===== config.mk =====
export PLATFORM = sky130hd
export DESIGN_NAME = age_from_two_dates
export DESIGN_NICKNAME = d
export VERILOG_FILES = /design/src/rtl/core/afd_pkg.sv /design/src/rtl/core/age_from_two_dates.sv
export VERILOG_INCLUDE_DIRS = /design/src /design/src/rtl/core
export SDC_FILE = /design/constraint.sdc
export NUM_CORES = 1
export LEC_CHECK = 0
export ABC_CLOCK_PERIOD_IN_PS = 18130
export BUFFER_PORTS_ARGS = -buffer_cell sky130_fd_sc_hd__buf_2
export CAP_MARGIN = 20
export CORE_MARGIN = 2
export CORE_UTILIZATION = 40
export CTS_CLUSTER_DIAMETER = 30
export DETAILED_ROUTE_END_ITERATION = 10
export GPL_TIMING_DRIVEN = 0
export PLACE_DENSITY_LB_ADDON = 0.12
export SYNTH_ARGS = -nofsm -noshare
export SYNTH_HDL_FRONTEND = slang
export SYNTH_SLANG_ARGS = --single-unit

===== constraint.sdc =====
create_clock -name clk_i -period 18.13 [get_ports clk_i]
set_input_delay 3.626 -clock clk_i [delete_from_list [all_inputs] [get_ports clk_i]]
set_output_delay 3.626 -clock clk_i [all_outputs]
set_load 0.005 [all_outputs]

===== src/rtl/core/age_from_two_dates_defines.svh =====
// ----------------------------------------------------------------------------
// Assertion macros for the age calculator
// Shared property wrappers, sampled on clk_i and quiet while rst_ni is low.
// ----------------------------------------------------------------------------
`ifndef AGE_FROM_TWO_DATES_DEFINES_SVH
`define AGE_FROM_TWO_DATES_DEFINES_SVH

// Same-cycle implication.
`define AFD_ASSERT_NOW(label, ante, cons, msg) \
  label: assert property (@(posedge clk_i) disable iff (!rst_ni) (ante) |-> (cons)) \
    else $error(msg);

// Next-cycle implication.
`define AFD_ASSERT_NEXT(label, ante, cons, msg) \
  label: assert property (@(posedge clk_i) disable iff (!rst_ni) (ante) |=> (cons)) \
    else $error(msg);

`endif


===== src/rtl/core/afd_pkg.sv =====
// ----------------------------------------------------------------------------
// afd_pkg
// Constants, unit codes and calendar helpers for the age calculator.
// ----------------------------------------------------------------------------
`timescale 1ns / 1ps

package afd_pkg;

  localparam int YearW  = 14;
  localparam int FieldW = 7;
  localparam int AgeW   = 8;

  localparam logic [YearW-1:0]  MinYear       = 14'd1900;
  localparam logic [AgeW-1:0]   MaxAgeReset   = 8'd120;
  localparam logic [FieldW-1:0] MonthsPerYear = 7'd12;

  // ceil(2^24 / 25); low 24 bits of year * Div25Mul fall below it exactly
  // when the year is a multiple of 25 (holds for all 14-bit years)
  localparam logic [23:0] Div25Mul = 24'd671089;

  typedef enum logic [1:0] {
    UNIT_YEARS  = 2'd0,
    UNIT_MONTHS = 2'd1,
    UNIT_DAYS   = 2'd2
  } afd_unit_e;

  function automatic logic is_leap(input logic [YearW-1:0] year);
    logic [23:0] prod;
    logic        div25;
    prod  = {10'd0, year} * Div25Mul;
    div25 = (prod < Div25Mul);
    // div by 4, and not by 100 unless by 400 (100 = 4*25, 400 = 16*25)
    return (year[1:0] == 2'd0) && (!div25 || (year[3:0] == 4'd0));
  endfunction

  function automatic logic [4:0] days_in_month(input logic [FieldW-1:0] month,
                                               input logic leap);
    logic [4:0] len;
    unique case (month)
      7'd2:                                           len = 5'd28 + {4'd0, leap};
      7'd4, 7'd6, 7'd9, 7'd11:                        len = 5'd30;
      7'd1, 7'd3, 7'd5, 7'd7, 7'd8, 7'd10, 7'd12:     len = 5'd31;
      default:                                        len = 5'd0;
    endcase
    return len;
  endfunction

  function automatic logic date_ok(input logic [YearW-1:0]  year,
                                   input logic [FieldW-1:0] month,
                                   input logic [FieldW-1:0] day);
    logic [4:0] len;
    len = days_in_month(month, is_leap(year));
    // bad months give a zero length, which fails the day check
    return (year >= MinYear) && (day != 7'd0) && (day <= {2'b00, len});
  endfunction

endpackage


===== src/rtl/core/age_from_two_dates.sv =====
// ----------------------------------------------------------------------------
// age_from_two_dates
// Age at a study date from a birth date, reported in years, months or days.
// ----------------------------------------------------------------------------
// Usage:
//   Input channel in_valid_i / in_ready_o carries one birth date and one study
//   date per transfer. Output channel out_valid_o / out_ready_i returns one
//   result per input: age_valid_o, age_unit_o (0 years, 1 months, 2 days) and
//   age_value_o. Invalid results carry zero unit and value.
//   An item taken into the input register moves on to the result register
//   when that register is free, with the date checks and the subtraction
//   between them. Throughput is one item per cycle unless the receiver stalls.
//   When the receiver stalls, the result register holds and the input register
//   still takes one more item; in_ready_o drops only when both are full.
//   cfg_we_i writes max_age_years from cfg_wdata_i; write it only
//   while no item is in flight.
//   Reset empties both stages and sets max_age_years to 120.
// ----------------------------------------------------------------------------
`timescale 1ns / 1ps

module age_from_two_dates
  import afd_pkg::*;
(
  input  logic              clk_i,
  input  logic              rst_ni,
  input  logic              cfg_we_i,
  input  logic [AgeW-1:0]   cfg_wdata_i,
  input  logic              in_valid_i,
  output logic              in_ready_o,
  input  logic [YearW-1:0]  birth_year_i,
  input  logic [FieldW-1:0] birth_month_i,
  input  logic [FieldW-1:0] birth_day_i,
  input  logic [YearW-1:0]  study_year_i,
  input  logic [FieldW-1:0] study_month_i,
  input  logic [FieldW-1:0] study_day_i,
  output logic              out_valid_o,
  input  logic              out_ready_i,
  output logic              age_valid_o,
  output logic [1:0]        age_unit_o,
  output logic [AgeW-1:0]   age_value_o
);

  `include "age_from_two_dates_defines.svh"

  logic [AgeW-1:0]   max_age_q;

  logic              in_vld_q;
  logic [YearW-1:0]  by_q, sy_q;
  logic [FieldW-1:0] bm_q, bd_q, sm_q, sd_q;

  logic              out_vld_q;
  logic              res_valid_q, res_valid_d;
  afd_unit_e         res_unit_q, res_unit_d;
  logic [AgeW-1:0]   res_value_q, res_value_d;

  logic              res_ready;
  logic              in_xfer;

  logic              dates_ok;
  logic              s_leap;
  logic [FieldW-1:0] prev_month;
  logic [4:0]        borrow_len;
  logic signed [8:0] day_diff, day_adj;
  logic              day_borrow;
  logic signed [8:0] month_diff, month_adj;
  logic              month_borrow;
  logic signed [15:0] year_diff;

  // Handshake
  assign res_ready  = !out_vld_q || out_ready_i;
  assign in_ready_o = !in_vld_q || res_ready;
  assign in_xfer    = in_valid_i && in_ready_o;

  always_ff @(posedge clk_i or negedge rst_ni) begin
    if (!rst_ni) begin
      max_age_q <= MaxAgeReset;
    end else if (cfg_we_i) begin
      max_age_q <= cfg_wdata_i;
    end
  end

  always_ff @(posedge clk_i or negedge rst_ni) begin
    if (!rst_ni) begin
      in_vld_q  <= 1'b0;
      out_vld_q <= 1'b0;
    end else begin
      if (in_ready_o) begin
        in_vld_q <= in_valid_i;
      end
      if (res_ready) begin
        out_vld_q <= in_vld_q;
      end
    end
  end

  always_ff @(posedge clk_i) begin
    if (in_xfer) begin
      by_q <= birth_year_i;
      bm_q <= birth_month_i;
      bd_q <= birth_day_i;
      sy_q <= study_year_i;
      sm_q <= study_month_i;
      sd_q <= study_day_i;
    end
  end

  // Date difference
  assign dates_ok   = date_ok(by_q, bm_q, bd_q) && date_ok(sy_q, sm_q, sd_q);
  assign s_leap     = is_leap(sy_q);
  assign prev_month = (sm_q == 7'd1) ? MonthsPerYear : sm_q - 7'd1;
  assign borrow_len = days_in_month(prev_month, s_leap);

  assign day_diff   = $signed({2'b00, sd_q}) - $signed({2'b00, bd_q});
  assign day_borrow = day_diff[8];
  assign day_adj    = day_borrow ? day_diff + $signed({4'b0000, borrow_len}) : day_diff;

  // borrow one month when the day went negative
  assign month_diff   = $signed({2'b00, sm_q}) - $signed({8'd0, day_borrow})
                      - $signed({2'b00, bm_q});
  assign month_borrow = month_diff[8];
  assign month_adj    = month_borrow ? month_diff + $signed({2'b00, MonthsPerYear})
                                     : month_diff;

  assign year_diff = $signed({2'b00, sy_q}) - $signed({2'b00, by_q})
                   - $signed({15'd0, month_borrow});

  always_comb begin
    res_valid_d = 1'b0;
    res_unit_d  = UNIT_YEARS;
    res_value_d = '0;
    priority if (!dates_ok) begin
      res_valid_d = 1'b0;
    end else if (year_diff[15] || (year_diff > $signed({8'd0, max_age_q}))) begin
      res_valid_d = 1'b0;
    end else if (year_diff != 16'sd0) begin
      res_valid_d = 1'b1;
      res_unit_d  = UNIT_YEARS;
      res_value_d = year_diff[AgeW-1:0];
    end else if (month_adj > 9'sd0) begin
      res_valid_d = 1'b1;
      res_unit_d  = UNIT_MONTHS;
      res_value_d = month_adj[AgeW-1:0];
    end else if (!day_adj[8]) begin
      res_valid_d = 1'b1;
      res_unit_d  = UNIT_DAYS;
      res_value_d = (day_adj == 9'sd0) ? 8'd1 : day_adj[AgeW-1:0];
    end else begin
      // borrow month too short to cover the day gap
      res_valid_d = 1'b0;
    end
  end

  always_ff @(posedge clk_i) begin
    if (res_ready) begin
      res_valid_q <= res_valid_d;
      res_unit_q  <= res_unit_d;
      res_value_q <= res_value_d;
    end
  end

  assign out_valid_o = out_vld_q;
  assign age_valid_o = res_valid_q;
  assign age_unit_o  = res_unit_q;
  assign age_value_o = res_value_q;

  // Checks
  `AFD_ASSERT_NEXT(a_stage_advance, in_vld_q && res_ready, out_vld_q,
    "input stage item did not reach result register")
  `AFD_ASSERT_NOW(a_invalid_zero, out_vld_q && !res_valid_q,
    (res_unit_q == UNIT_YEARS) && (res_value_q == '0),
    "invalid result carries nonzero unit or value")
  `AFD_ASSERT_NOW(a_days_nonzero, out_vld_q && res_valid_q && (res_unit_q == UNIT_DAYS),
    (res_value_q != '0) && (res_value_q < 8'd31),
    "day age out of range")
  `AFD_ASSERT_NOW(a_years_bound, out_vld_q && res_valid_q && (res_unit_q == UNIT_YEARS),
    (res_value_q != '0) && (res_value_q <= max_age_q),
    "year age outside 1 to max_age_years")

endmodule

# [Yosys cells after proc, flatten, opt, wreduce, memory -nomap -nowiden]
# Cells that the tools add are included.
[totals] input_bits=69 romBits=0 output_inout_bits=13 elab_cells=119 mem_bits_rw=0 latch_bits=0 register_bits=77 memories=0
[op_classes] shifts=0 add_sub_neg=10 magnitude_cmp=8 mul=2 n_div=0 muxes=15 bitwise_logic=1 eq_ne=36 n_reduce_logical=34
[op_table] operator="7-bit by 4-bit equality test with 1-bit output (second input constant)" count=15
[op_table] operator="7-bit by 3-bit equality test with 1-bit output (second input constant)" count=12
[op_table] operator="24-bit by 20-bit less-than comparator with 1-bit output (second input constant)" count=2
[op_table] operator="14-bit by 20-bit multiplier with 24-bit output (second input constant)" count=2
[op_table] operator="5-bit one-hot mux with 3 select lines" count=3
[op_table] operator="7-bit by 2-bit equality test with 1-bit output (second input constant)" count=6
[op_table] operator="8-bit 2-to-1 mux" count=4
[op_table] operator="14-bit by 11-bit >= comparator with 1-bit output (second input constant)" count=2
[op_table] operator="7-bit by 1-bit equality test with 1-bit output (second input constant)" count=3
[op_table] operator="7-bit OR reduction" count=3
[op_table] operator="9-bit 2-to-1 mux" count=2
[op_table] operator="16-bit by 9-bit > comparator with 1-bit output" count=1
[op_table] operator="16-bit nonzero test" count=1
[op_table] operator="4-bit OR reduction" count=4
[op_table] operator="15-bit by 2-bit subtractor with 16-bit output" count=1
[op_table] operator="14-bit by 14-bit subtractor with 15-bit output" count=1
[op_table] operator="7-bit by 5-bit less-or-equal comparator with 1-bit output" count=2
[op_table] operator="7-bit nonzero test" count=2
[op_table] operator="8-bit by 6-bit adder with 9-bit output" count=1
[op_table] operator="9-bit by 5-bit adder with 9-bit output (second input constant)" count=1
[op_table] operator="9-bit by 1-bit > comparator with 1-bit output (second input constant)" count=1
[op_table] operator="9-bit zero test" count=1
[op_table] operator="8-bit by 8-bit subtractor with 9-bit output" count=1
[op_table] operator="3-bit by 2-bit adder with 4-bit output (first input constant)" count=2
[op_table] operator="other kinds (14)" count=33

# [Logic depth before layout (Yosys ltp)]
# Gate-level depths: netlist of run 1.
[logic_depth] word_depth=14 ltp_mapped=34 mapped_depth_nobuf=33

# [Worst setup path before layout of run 1]
# OpenSTA, ideal clock, no wires.
[synth_path] path_type="input port to output port" start="in out_ready_i" end="out in_ready_o" t_arrival_ps=3800 slack_ps=10704 n_path_buf=0 required_ps=14504 path_stages=1 path_cell_list="nand3b_1"
[synth_between] elab_chain_cells=2
[synth_rtl] item="start, declared" line="age_from_two_dates.sv:37" rtl="input logic out_ready_i,"
[synth_rtl] item="1-bit logical OR" line="age_from_two_dates.sv:70" rtl="assign res_ready = !out_vld_q || out_ready_i;"
[synth_rtl] item="1-bit logical OR" line="age_from_two_dates.sv:71" rtl="assign in_ready_o = !in_vld_q || res_ready;"
[synth_rtl] item="end, declared" line="age_from_two_dates.sv:29" rtl="output logic in_ready_o,"
# Every way passes these cells.

# [Final worst setup path of run 1]
[layout_path] start="reg sy_q[3]" end="reg res_value_q[2], in the netlist age_value_o[2] (data pin)"
[layout_between] elab_chain_cells=14 word_cells_on_any_way=28 classes_between="add/sub (4); mul (1); order compare (4); mux (7); bitwise (1); reduce/logical (11)"
[layout_rtl] item="start, declared" line="age_from_two_dates.sv:48" rtl="logic [YearW-1:0] by_q, sy_q;"
[layout_rtl] item="start signal, assigned" line="age_from_two_dates.sv:101" rtl="sy_q <= study_year_i;"
[layout_rtl] item="14-bit by 20-bit multiplier with 24-bit output" line="afd_pkg.sv:30" rtl="prod = {10'd0, year} * Div25Mul;"
[layout_rtl] item="24-bit by 20-bit less-than comparator with 1-bit output" line="afd_pkg.sv:31" rtl="div25 = (prod < Div25Mul);"
[layout_rtl] item="1-bit zero test" line="afd_pkg.sv:33" rtl="return (year[1:0] == 2'd0) && (!div25 || (year[3:0] == 4'd0));"
[layout_rtl] item="1-bit logical OR" line="afd_pkg.sv:33"
[layout_rtl] item="1-bit logical AND" line="afd_pkg.sv:33"
[layout_rtl] item="3-bit by 2-bit adder with 4-bit output" line="afd_pkg.sv:40" rtl="7'd2: len = 5'd28 + {4'd0, leap};"
[layout_rtl] item="5-bit one-hot mux with 3 select lines" line="afd_pkg.sv:39" rtl="unique case (month)"
[layout_rtl] item="8-bit by 6-bit adder with 9-bit output" line="age_from_two_dates.sv:115" rtl="assign day_adj = day_borrow ? day_diff + $signed({4'b0000, borrow_len}) : day_diff;"
[layout_rtl] item="9-bit 2-to-1 mux" line="age_from_two_dates.sv:115"
[layout_rtl] item="9-bit zero test" line="age_from_two_dates.sv:146" rtl="res_value_d = (day_adj == 9'sd0) ? 8'd1 : day_adj[AgeW-1:0];"
[layout_rtl] item="8-bit 2-to-1 mux" line="age_from_two_dates.sv:146"
[layout_rtl] item="8-bit 2-to-1 mux" line="age_from_two_dates.sv:143" rtl="end else if (!day_adj[8]) begin"
[layout_rtl] item="8-bit 2-to-1 mux" line="age_from_two_dates.sv:139" rtl="end else if (month_adj > 9'sd0) begin"
[layout_rtl] item="8-bit 2-to-1 mux" line="age_from_two_dates.sv:135" rtl="end else if (year_diff != 16'sd0) begin"
[layout_rtl] item="end signal, assigned" line="age_from_two_dates.sv:157" rtl="res_value_q <= res_value_d;"
[layout_rtl] item="end, declared" line="age_from_two_dates.sv:54" rtl="logic [AgeW-1:0] res_value_q, res_value_d;"
# Several ways; a longest one is shown, not always the timed one.
# A chain may end at the register's enable or synchronous reset.

==> results_dict.tcl, run 1 <==
set metrics [dict create \
    cp_data_required_time_ns 18.37 \
    async_flop_share 0.130 \
    cts.repair.resized 0 \
    antenna_found_initial 0 \
    rsz0062_at_grt "false" \
    instances_no_fill 1772 \
    final_layout_size_suffix_gt1_frac 0.0993 \
    grt_pass1_wl_microns 49800 \
    synth_top_area_share 0.233 \
    clock_sinks 77 \
    period_share 0.483 \
    gr-total-overflow 0 \
    skew_ns 0.00938 \
    numCtsBuffers 9 \
    grt_use_met1 0.282 \
    synth_edf_count 67 \
    routedWlPerCell_microns 16.7 \
    start_kind "flop" \
    min_from "in_vld_q$_DFFE_PN0N_" \
    regArea_sq_mm 0.00227 \
    synth_nets 1723 \
    clock_latency_ns 0.36 \
    crit_slowest_cell "edfxtp_1" \
    postLayoutCellArea_sq_mm 0.0140 \
    synth_commonest_cells "inv_1, ha_1, fa_1" \
    wl_microns 29600 \
    gr-usage-met3 0.0322 \
    tns_ns 0 \
    synth_top_area_cell "fa_1" \
    crit_fanout 9 \
    ios 82 \
    drcViolationCount 0 \
    place_inst 1756 \
    die-area_sq_mm 0.0334 \
    vias 9109 \
    cpMostUsedCell "fa_1" \
    outcome "finished, final reports clean" \
    synthCells 1273 \
    regToRegStartpoint "sy_q[3]$_DFFE_PP_" \
    slew_headroom 0.443 \
    total_leakage_power_nw 6.68 \
    yosysUniqueCellTypes 87 \
    ys_warn_count 0 \
    endpoint_kind "flop" \
    hold_buffers 0 \
    synth_seq_cells 77 \
    peakVddDrop_uv 157 \
    portBuffers 81 \
    met2_usage 0.299 \
    grt.busiest_layer "met2" \
    yosysMostFrequentCell "inv_1" \
    dp_hpwl_microns 24800 \
    htreeDepth 3 \
    grt_pass1_vias 9618 \
    hold_class "reg -> reg" \
    finalHoldViolCount 0 \
    drt_iter0_markers 361 \
    netlist_area_sq_mm 0.0128 \
    area_delta_synth_final_pct 9.36 \
    max-clock-path-buffers 2 \
    fmax_mhz 114 \
    arrival_ns 9.00 \
    cap_violations 0 \
    viasPerCell 5.14 \
    finalCriticalPeriod_ns 8.76 \
    tightest_slew_ns 0.835 \
    crit_type "reg -> reg" \
    reg2reg_to "age_value_o[2]$_SDFFCE_PP0P_" \
    report.final.setup_viol 0 \
    final_util 0.443 \
    grt_usage 0.191 \
    whs_ns 0.472 \
    cts_tree "built" \
    nFillCells 3071 \
    start_util 0.405 \
    p_per_area_mw_per_mm2 191 \
    dpl_cell_area_sq_mm 0.0137 \
    nets 1815 \
    r2r_cells 32 \
    ys_seq_area_frac 0.177 \
    layout_setup_ws_ns 9.37 \
    syn_area_per_cell_sq_um 10.0 \
    root_buffer "clkbuf_16" \
    slowest_delay_ns 0.72 \
    post_cts_buffers 0 \
    r2r_slack_ns 9.37 \
    multi_input_area_sq_mm 0.00954 \
    report.power.total_mw 2.67 \
    core_sq_mm 0.0316 \
    antenna_cells 0 \
    netlist_top_cells_area "fa_1, ha_1, edfxtp_1" \
    pre_cts_ws_ns 9.42 \
    grt_max_degree 57 \
    worstHoldPathCells 1 \
    drtPass1Iterations 5 \
    final_antenna_net_count 0 \
    clkTransAtPathRegs_ns 0.07 \
    gp_congestion 0.845 \
    slew_viol_final 0 \
    hold_end "out_valid_o$_DFFE_PN0P_" \
    synth_ff_type "edfxtp_1" \
    die_height_microns 183 \
    rows 65 \
    fp.dieW_microns 183 \
]
-- cell families after synthesis --
kind of cell,share of synthesized area
fa+ha+maj,0.461
buf+inv,0.0767
simple gates,0.101
compound gates,0.129
flops,0.177
xor+xnor,0.0471
mux,0.00734
-- worst max path at each step --
stage / from / endpoint / slack [ns]
after global routing: sy_q[3]$_DFFE_PP_ / age_value_o[2]$_SDFFCE_PP0P_ / 8.78
after detailed placement: sy_q[3]$_DFFE_PP_ / age_value_o[2]$_SDFFCE_PP0P_ / 9.42
after CTS: sy_q[3]$_DFFE_PP_ / age_value_o[2]$_SDFFCE_PP0P_ / 9.37
after floorplan: out_ready_i / in_ready_o / 10.70
after global placement: sy_q[3]$_DFFE_PP_ / age_value_o[2]$_SDFFCE_PP0P_ / 9.45
final: sy_q[3]$_DFFE_PP_ / age_value_o[2]$_SDFFCE_PP0P_ / 9.37
-- where the power goes --
group / switching, mW / leakage, nW / internal, mW
clock network: 0.0808 / 0.141 / 0.0955
logic: 1.26 / 5.77 / 1.00
registers: 0.0204 / 0.767 / 0.207
total: 1.36 / 6.68 / 1.31
-- flip-flops by register name (all words and copies together) (netlist names) --
register,count
age_value_o,8
age_valid_o,1
by_q,14
out_valid_o,1
sm_q,7
sy_q,14
age_unit_o,2
max_age_q,8
in_vld_q,1
sd_q,7
bm_q,7
bd_q,7
-- worst max-delay path: cells and delay by family (launching register included) --
| family | cells | cell delay [ns] |
|---|---|---|
| AO/OA/AOI/OAI | 10 | 2.85 |
| adder cells (fa/ha/maj) | 9 | 3.68 |
| buffers and inverters | 5 | 0.42 |
| AND/OR/NAND/NOR | 8 | 0.92 |
| flip-flops | 1 | 0.72 |
-- cell type report --
class	instances	area share
tap	402	0.0360
clock inverter	6	0.00412
buffer	11	0.00358
inverter	248	0.0666
sequential	77	0.162
multi-input combinational	937	0.682
timing repair buffer	81	0.0290
clock buffer	10	0.0164
-- cell usage in the layout, fill, tap and decap left out, types with 5 or more instances in the layout --
cell type,Yosys,layout
nor4_1,8,8
nand2b_1,18,18
a211o_1,6,6
nor2_1,49,49
o211ai_1,8,8
nor3_1,25,25
mux2i_1,6,6
ha_1,232,232
clkbuf_1,8,9
a31oi_1,15,15
o21ai_0,44,44
nand2_1,53,53
nor2b_1,13,13
o21a_1,23,23
o2111ai_1,6,6
inv_1,247,247
buf_2,1,82
o31ai_1,6,6
a211oi_1,15,15
a21oi_1,53,53
xnor2_1,43,43
o21bai_1,5,5
nand3_1,18,18
dfrtp_1,6,6
fa_1,149,149
xor2_1,22,22
a21o_1,8,8
clkbuf_16,0,9
edfxtp_1,67,67
or3_1,5,5
and3_1,9,9
-- routing by layer --
| metal | wire (microns) | vias to the layer above |
|---|---|---|
| met5 | 0 | - |
| met3 | 886 | 21 |
| met2 | 13200 | 119 |
| li1 | - | 4546 |
| met1 | 15300 | 4423 |
| met4 | 311 | 0 |
(Power assumes the default switching activity.)
==> run 2, diff against run 1 <==
--- a/config.mk
+++ b/config.mk
@@ -6,7 +6,7 @@
 export SDC_FILE = /design/constraint.sdc
 export NUM_CORES = 1
 export LEC_CHECK = 0
-export ABC_CLOCK_PERIOD_IN_PS = 18130
+export ABC_CLOCK_PERIOD_IN_PS = 8800
 export BUFFER_PORTS_ARGS = -buffer_cell sky130_fd_sc_hd__buf_2
 export CAP_MARGIN = 20
 export CORE_MARGIN = 2
==> constraint.sdc (replaced) <==
create_clock -name clk_i -period 8.8 [get_ports clk_i]
set_input_delay 1.76 -clock clk_i [delete_from_list [all_inputs] [get_ports clk_i]]
set_output_delay 1.76 -clock clk_i [all_outputs]
set_load 0.005 [all_outputs]
==> run 2 against run 1 <==
Effect of this change: global-route usage is the same; clock-buffer cell count did not move; worst setup slack got worse by 8.9 ns; first-iteration DRC count up 0.55%.
==> results_dict.tcl, run 2 (same netlist as run 1, synthesis figures left out) <==
set metrics [dict create \
    ios 82 \
    r2r_slack_ns 0.46 \
    finalCriticalPeriod_ns 8.34 \
    wl_microns 29800 \
    mostFrequentLayoutCells "inv_1, ha_1, fa_1" \
    final_common_cell "inv_1" \
    outcome "finished, final reports clean" \
    viasPerCell 5.12 \
    endpoint_kind "flop" \
    vias 9206 \
    slew_viol_final 0 \
    max-clock-path-buffers 2 \
    met2_usage 0.299 \
    p_per_area_mw_per_mm2 390 \
    nets 1841 \
    grt_pass1_wl_microns 49800 \
    die_height_microns 183 \
    portBuffers 81 \
    pwr-share-comb 0.850 \
    p_int_mw 2.72 \
    die-area_sq_mm 0.0334 \
    rows 65 \
    fp.dieW_microns 183 \
    tightest_slew_ns 0.842 \
    dp_hpwl_microns 24800 \
    gp_congestion 0.845 \
    place_inst 1756 \
    grt.busiest_layer "met2" \
    root_buffer "clkbuf_16" \
    clock_sinks 77 \
    htreeDepth 3 \
    arrival_ns 8.57 \
    post_cts_buffers 0 \
    p_sw_mw 2.80 \
    crit_path_end "age_value_o[2]$_SDFFCE_PP0P_" \
    drcViolationCount 0 \
    antenna_cells 0 \
    instances_no_fill 1798 \
    hold_buffers 0 \
    regToRegStartpoint "sy_q[7]$_DFFE_PP_" \
    gr-usage-met3 0.0322 \
    swShare 0.507 \
    antenna_found_initial 0 \
    cpMostUsedCell "fa_1" \
    crit_type "reg -> reg" \
    fmax_mhz 120 \
    cap_violations 0 \
    drtPass1Iterations 5 \
    finalHoldViolCount 0 \
    slew_headroom 0.439 \
    grt_pass1_vias 9618 \
    postLayoutCellArea_sq_mm 0.0142 \
    drt_iter0_markers 363 \
    crit_slowest_cell "fa_1" \
    grt_usage 0.191 \
    report.power.total_mw 5.52 \
    tns_ns 0 \
    area_delta_synth_final_pct 10.9 \
    core_sq_mm 0.0316 \
    grt_max_degree 57 \
    gr-total-overflow 0 \
    clkTransAtPathRegs_ns 0.07 \
    report.final.setup_viol 0 \
    cts_tree "built" \
    slowest_delay_ns 0.61 \
    crit_fanout 8 \
    start_kind "flop" \
    skew_ns 0.00973 \
    r2r_cells 29 \
    hold_class "reg -> reg" \
    dpl_cell_area_sq_mm 0.0137 \
    final_layout_size_suffix_gt1_frac 0.116 \
    period_share 0.947 \
    start_util 0.405 \
    numCtsBuffers 9 \
    final_util 0.449 \
    top_regs "by_q x14, sy_q x14" \
    clkPwrFrac 0.066 \
    total_leakage_power_nw 6.81 \
    grt_use_met1 0.282 \
    reg2reg_to "age_value_o[2]$_SDFFCE_PP0P_" \
    clock_latency_ns 0.37 \
    final_antenna_net_count 0 \
    pwr-share-seq 0.084 \
    cp-startpoint "sy_q[7]$_DFFE_PP_" \
    min_from "in_vld_q$_DFFE_PN0N_" \
    peakVddDrop_uv 334 \
    cts.repair.resized 0 \
    routedWlPerCell_microns 16.6 \
    cp_data_required_time_ns 9.04 \
]
run 2: cell count changes in the layout (fill, tap and decap cells not counted):
cell   previous run  this run
buf_4             0        26
run 2: power groups by stage:
| stage | sequential (mW) | clock [mW] | combinational, mW |
|---|---|---|---|
| after floorplan | 0.459 | 0 | 3.65 |
| after global placement | 0.480 | 0 | 4.61 |
| after detailed placement | 0.477 | 0 | 4.63 |
| after CTS | 0.470 | 0.379 | 4.68 |
| after global routing | 0.467 | 0.391 | 5.40 |
| final | 0.463 | 0.365 | 4.70 |
run 2: metal layers:
layer	vias to the layer above	share of wire
li1	4598	-
met1	4457	0.51
met4	0	0.011
met2	130	0.45
met5	-	0
met3	21	0.033
run 2: cell type report:
type	instances	area (sq um)
Buffer	11	50.0
Clock buffer	10	229
Clock inverter	6	57.6
Fill cell	3068	17400
Inverter	248	931
Multi-Input combinational cell	937	9540
Sequential cell	77	2270
Tap cell	402	503
Timing Repair Buffer	107	601
run 2: stage by stage:
| step | hold slack, ns | setup slack (ns) |
|---|---|---|
| 2_1_floorplan | 0.435 | 1.53 |
| 3_3_place_gp | 0.454 | 0.116 |
| 3_5_place_dp | 0.466 | 0.0888 |
| 4_1_cts | 0.471 | 0.0401 |
| 5_1_grt | 0.496 | -0.0264 |
| 6_report | 0.471 | 0.464 |
run 2: worst min-delay path by stage:
stage / end / slack, ns / cells past startpoint
after floorplan: out_valid_o$_DFFE_PN0P_ / 0.44 / 1
final: out_valid_o$_DFFE_PN0P_ / 0.47 / 1
after CTS: out_valid_o$_DFFE_PN0P_ / 0.47 / 1
after global routing: out_valid_o$_DFFE_PN0P_ / 0.50 / 1
after global placement: out_valid_o$_DFFE_PN0P_ / 0.45 / 1
after detailed placement: out_valid_o$_DFFE_PN0P_ / 0.47 / 1
run 2: worst max-delay path: cells and delay by family (launching register included):
| family | cells | cell delay [ns] |
|---|---|---|
| AOI/OAI and AO/OA | 11 | 3.01 |
| xor gates and xnor gates | 1 | 0.15 |
| adders and majority gates | 9 | 3.66 |
| buffers and inverters | 3 | 0.26 |
| DFF | 1 | 0.54 |
| and+or+nand+nor | 5 | 0.57 |
